**src/rtl/qphi_pkg.sv**
```systemverilog
`timescale 1ns / 1ps
// ----------------------------------------------------------------------------
// qphi_pkg
// Shared types, constants and helpers for the quadratic probing hash table.
// ----------------------------------------------------------------------------
package qphi_pkg;

    // field widths of the ports
    localparam int KEY_W   = 31;
    localparam int SLOT_W  = 10;
    localparam int SIZE_W  = 11;
    localparam int PROBE_W = 11;

    // default geometry
    localparam int TABLE_DEPTH = 1024;
    localparam int KEY_BITS    = 31;

    // size register after reset
    localparam logic [SIZE_W-1:0] SIZE_RESET = 11'd1024;

    // operation codes
    localparam logic FUNC_INSERT = 1'b0;
    localparam logic FUNC_READ   = 1'b1;

    // result status codes
    typedef enum logic [1:0] {
        ST_HOME    = 2'd0,
        ST_PROBED  = 2'd1,
        ST_DROPPED = 2'd2,
        ST_READ    = 2'd3
    } t_status;

    // control sequencer states
    typedef enum logic [2:0] {
        S_CLR,
        S_IDLE,
        S_MOD,
        S_HCHK,
        S_PCHK,
        S_RDATA,
        S_EMIT
    } t_state;

    // (a + b) mod n for a + b < 2n
    function automatic logic [SIZE_W-1:0] mod_add(input logic [SIZE_W-1:0] a,
                                                  input logic [SIZE_W-1:0] b,
                                                  input logic [SIZE_W-1:0] n);
        logic [SIZE_W:0] s;
        s = {1'b0, a} + {1'b0, b};
        if (s >= {1'b0, n}) begin
            s = s - {1'b0, n};
        end
        return s[SIZE_W-1:0];
    endfunction

endpackage

```
**src/rtl/qphi_mod.sv**
```systemverilog
`timescale 1ns / 1ps
// ----------------------------------------------------------------------------
// qphi_mod
// Restoring remainder unit: one dividend bit per cycle, done pulse at end.
// ----------------------------------------------------------------------------
module qphi_mod #(
    parameter int DIVIDEND_W = qphi_pkg::KEY_W,
    parameter int DIVISOR_W  = qphi_pkg::SIZE_W
) (
    input  logic                  i_clk,
    input  logic                  i_rst_n,
    input  logic                  i_start,
    input  logic [DIVIDEND_W-1:0] i_dividend,
    input  logic [DIVISOR_W-1:0]  i_divisor,
    output logic                  o_done,
    output logic [DIVISOR_W-1:0]  o_rem
);

    localparam int CW = (DIVIDEND_W > 1) ? $clog2(DIVIDEND_W) : 1;
    localparam logic [CW-1:0] LAST = CW'(DIVIDEND_W - 1);

    logic                  r_busy;
    logic                  r_done;
    logic [CW-1:0]         r_cnt;
    logic [DIVIDEND_W-1:0] r_dvd;
    logic [DIVISOR_W-1:0]  r_dsr;
    logic [DIVISOR_W-1:0]  r_rem;
    logic [DIVISOR_W:0]    w_shift;
    logic [DIVISOR_W-1:0]  n_rem;

    // shift in the next dividend bit, subtract if it fits
    always_comb begin
        w_shift = {r_rem, r_dvd[DIVIDEND_W-1]};
        if (w_shift >= {1'b0, r_dsr}) begin
            n_rem = DIVISOR_W'(w_shift - {1'b0, r_dsr});
        end else begin
            n_rem = w_shift[DIVISOR_W-1:0];
        end
    end

    // control
    always_ff @(posedge i_clk) begin
        if (!i_rst_n) begin
            r_busy <= 1'b0;
            r_done <= 1'b0;
            r_cnt  <= '0;
        end else begin
            r_done <= 1'b0;
            if (i_start) begin
                r_busy <= 1'b1;
                r_cnt  <= '0;
            end else if (r_busy) begin
                r_cnt <= r_cnt + 1'b1;
                if (r_cnt == LAST) begin
                    r_busy <= 1'b0;
                    r_done <= 1'b1;
                end
            end
        end
    end

    // datapath
    always_ff @(posedge i_clk) begin
        if (i_start) begin
            r_dvd <= i_dividend;
            r_dsr <= i_divisor;
            r_rem <= '0;
        end else if (r_busy) begin
            r_dvd <= r_dvd << 1;
            r_rem <= n_rem;
        end
    end

    assign o_done = r_done;
    assign o_rem  = r_rem;

endmodule

```
**config.mk**
```make
export PLATFORM = sky130hd
export DESIGN_NAME = qphi_mod
export DESIGN_NICKNAME = d
export VERILOG_FILES = /design/src/rtl/qphi_pkg.sv /design/src/rtl/qphi_mod.sv
export SDC_FILE = /design/constraint.sdc
export NUM_CORES = 1
export LEC_CHECK = 0
export BUFFER_PORTS_ARGS = -buffer_cell sky130_fd_sc_hd__clkbuf_2
export CORE_MARGIN = 8
export CORE_UTILIZATION = 55
export CTS_CLUSTER_SIZE = 20
export DETAILED_ROUTE_END_ITERATION = 16
export GPL_ROUTABILITY_DRIVEN = 0
export PLACE_DENSITY = 0.88
export SYNTH_ARGS = -nofsm -noshare
export SYNTH_HDL_FRONTEND = slang
export SYNTH_SLANG_ARGS = --single-unit
```
**constraint.sdc**
```tcl
create_clock -name i_clk -period 3.1 [get_ports i_clk]
set_input_delay 0.31 -clock i_clk [delete_from_list [all_inputs] [get_ports i_clk]]
set_output_delay 0.31 -clock i_clk [all_outputs]
set_load 0.1 [all_outputs]
```
==> impl_metrics.csv <==
group,metric,value,unit
run_status,status,"finished clean",
timing,holdWs,0.149,ns
timing,timing.final.crit_share,85.1,%
logic_synthesis,synth-simple-area-share,9.48,%
logic_synthesis,synthArstFlopShare,0,%
logic_synthesis,synth.distinct_cells,46,
placed_design,port_buffers,56,
timing,fin_crit,2.64,ns
flow_run,maxCapViolations,0,
setup_path,worstRegToRegCells,9,
timing,finalHoldViolations,0,
setup_path,worst_path_max_delay_cell,"fa_1",
timing,relSlewSlack,24.3,%
pwr,power.density,526,nW/um2
grt,track_usage,16.5,%
setup_path,max_stage_delay,0.41,ns
grt,grt_first_pass_wirelength,9920,um
logic_synthesis,synth_compound_area_share,11.3,%
logic_synthesis,netlist_instances,246,
logic_synthesis,synth.yosys.seq_area_share,54.9,%
cts,cts_made_buffers,9,
logic_synthesis,synth_seq_cells,60,
finish,final_nets,367,
finish,fill_cells,420,
grt,overflow,0,
logic_synthesis,synth_top_family_by_area,"multiplexers",
detailed_routing,drc,0,
detailed_routing,num_vias,2175,
setup_path,critical_path_depth,9,
setup_path,worst-endpoint-required,3.35,ns
detailed_routing,wl_per_cell,16.1,um
detailed_routing,m1WireLength,2470,um
floorplanning,initial_core_util,57.5,%
setup_path,cp.buffers_inverters,1,
cts,clkLatencyLatePin,0.33,ns
timing,max_freq,379,MHz
detailed_routing,drt_iter0_markers,207,
pwr,leakage,1.46,nW
cts,htreeDepth,3,
finish,layout-drive-gt1-share,33.2,%
logic_synthesis,synth_edf_count,42,
logic_synthesis,synth_area,2960,um2
logic_synthesis,ys_warn_count,0,
cts,clkSinkCount,60,
timing,finalSetupViolations,0,
cts,post_cts_resized,0,
detailed_routing,wl_met2,2940,um
logic_synthesis,synthMuxAreaShare,12.5,%
detailed_routing,avgViaCountPerCell,5.68,
timing,rsz0062_at_grt,"false",
timing,setup_tns,0,ns
logic_synthesis,syn-num-nets,305,
setup_path,critPathCaptureType,"flop",
detailed_routing,ant_nets,0,
floorplanning,core,5140,um2
cts,clk_path_buf_depth,2,
placed_design,dp_hpwl,4500,um
logic_synthesis,synth_ff_type,"edfxtp_1",
detailed_routing,top_layer_used,"met4",
setup_path,path_delay_family,"simple AND/OR/NAND/NOR gates",
setup_path,critPathCapture,"o_rem[6]",
logic_synthesis,synth_top_area_cell,"edfxtp_1",
cts,tritoncts,"yes",
setup_path,worstReg2RegStart,"r_dvd[30]",
logic_synthesis,synth_xor_area_share,2.37,%
setup_path,path_max_fanout,8,
pwr,ir_worst_vdd,328,uV
grt,grt_pass1_vias,2161,
setup_path,critical_path_class,"flop to flop",
grt,antenna_found_initial,0,
logic_synthesis,avgSynthCellArea,12.0,um2
cts,postCtsSetupRepairBufs,0,
logic_synthesis,synth_fa_ha_area_share,6.18,%
timing,drv_slew,0,
setup_path,r2r_slack,0.46,ns
worst_hold_path,hp-class,"input pin to flop",
detailed_routing,drtPass1Iterations,4,
floorplanning,die-area,7980,um2
cts,cts.reportedPaths.clkPinSlew,0.07,ns
setup_path,r2r-end,"o_rem[6]",
floorplanning,die_w,89.3,um
floorplanning,num_rows,26,
floorplanning,die_h,89.3,um
timing,worst_slew_pin_slew,1.13,ns
setup_path,cp.arrival,2.89,ns
finish,diodes,0,
cts,cts_hold_buffers,0,
cts,clock-root-buffer,"clkbuf_8",
grt,grt_max_degree,49,
setup_path,critPathLaunch,"r_dvd[30]",
setup_path,start_kind,"flop",
finish,area_growth,17.2,%
detailed_routing,wl_met3,585,um
logic_synthesis,synthTopCellsByArea,"edfxtp_1 43%, dfxtp_1 12%, mux2_2 12%",
logic_synthesis,synth.top_cell.area_share,42.7,%
setup_path,path_cells,"inv_1, ha_1, fa_1, and2b_1, o22ai_2, a211o_1, and2_1, or3b_1, a211oi_2",
timing,skew,0.00784,ns
floorplanning,pin_count,57,
detailed_routing,drt_wl_total,6160,um
==> cells in the final DEF, fill, tap and decap left out, types with 4 or more instances in the layout <==
cell type,instances
clkbuf_2,56
edfxtp_1,42
mux2_2,31
inv_1,18
nor2_1,18
dfxtp_1,17
o21ai_0,14
nand2_1,14
a21oi_1,13
ha_1,13
clkbuf_8,10
nand4_1,5
nor3_1,4
xor2_1,4
xnor2_1,4
==> per-layer routing <==
layer	vias to the layer above	track usage [%]
met5	-	0
met4	0	9.52
met3	18	6.07
met2	92	27.1
met1	1036	18.1
li1	1029	-
==> worst register-to-register path, delay by kind of cell (launching register included) <==
kind                       cells  cell delay (ns)
adders and majority gates      2             0.63
buffers and inverters          1             0.06
and+or+nand+nor                3             0.90
AOI/OAI and AO/OA              3             0.62
DFF                            1             0.36
==> synthesized netlist by cell type, drive strengths merged, types with 3 or more instances <==
| cell type | instances |
|---|---|
| xor2 | 4 |
| nor2b | 3 |
| a211oi | 4 |
| nor2 | 18 |
| ha | 13 |
| nor3 | 5 |
| o21ai | 14 |
| nand2 | 14 |
| edfxtp | 42 |
| nand2b | 3 |
| mux2 | 31 |
| buf | 4 |
| dfxtp | 18 |
| inv | 18 |
| nand4 | 5 |
| o21a | 3 |
| a21oi | 13 |
| xnor2 | 4 |
==> worst min path at each step <==
stage,start,to,slack (ns),cells after the start
after CTS,i_divisor[5],r_dsr[5],0.14,1
after detailed placement,i_divisor[7],r_dsr[7],0.49,1
after global placement,i_divisor[8],r_dsr[8],0.49,1
after global routing,i_divisor[5],r_dsr[5],0.14,1
after floorplan,i_divisor[0],r_dsr[0],0.41,0
final,i_divisor[5],r_dsr[5],0.15,1
==> power by group <==
group	leakage (nW)	total, mW	internal (mW)	switching (mW)
combinational	0.811	0.268	0.111	0.157
clock	0.0829	0.595	0.303	0.292
sequential	0.566	0.960	0.933	0.0265
==> flip-flops by register name, summed over array words and instances (netlist names) <==
signal and cells:
o_done 1, o_rem 11, r_busy 1, r_cnt 5, r_dsr 11, r_dvd 31
==> cell families after synthesis <==
group	count (synthesis)
DFF	60
xor gates and xnor gates	8
AOI/OAI and AO/OA	50
adders and majority gates	14
buffers and inverters	24
and+or+nand+nor	57
muxes	33
==> per-stage QoR <==
step | power, mW | std cells | instance area [um2] | util (%) | setup slack, ns
5_1_grt | 1.90 | 383 | 3460 | 67.4 | 0.307
2_1_floorplan | 1.17 | 246 | 2960 | - | 0.285
3_3_place_gp | 1.23 | 367 | 3300 | 64.2 | 0.575
4_1_cts | 1.83 | 383 | 3460 | 67.4 | 0.465
3_5_place_dp | 1.24 | 367 | 3300 | 64.2 | 0.501
6_report | 1.82 | 383 | 3460 | 67.4 | 0.463
==> cell type report <==
type | count | area, um2 | area share (%)
sequential | 60 | 1620 | 46.9
multi-input combinational | 162 | 1240 | 35.7
timing repair buffer | 57 | 288 | 8.31
clock buffer | 12 | 145 | 4.19
tap | 70 | 87.6 | 2.53
inverter | 18 | 67.6 | 1.95
clock inverter | 4 | 16.3 | 0.470
(Power assumes the default switching activity.)
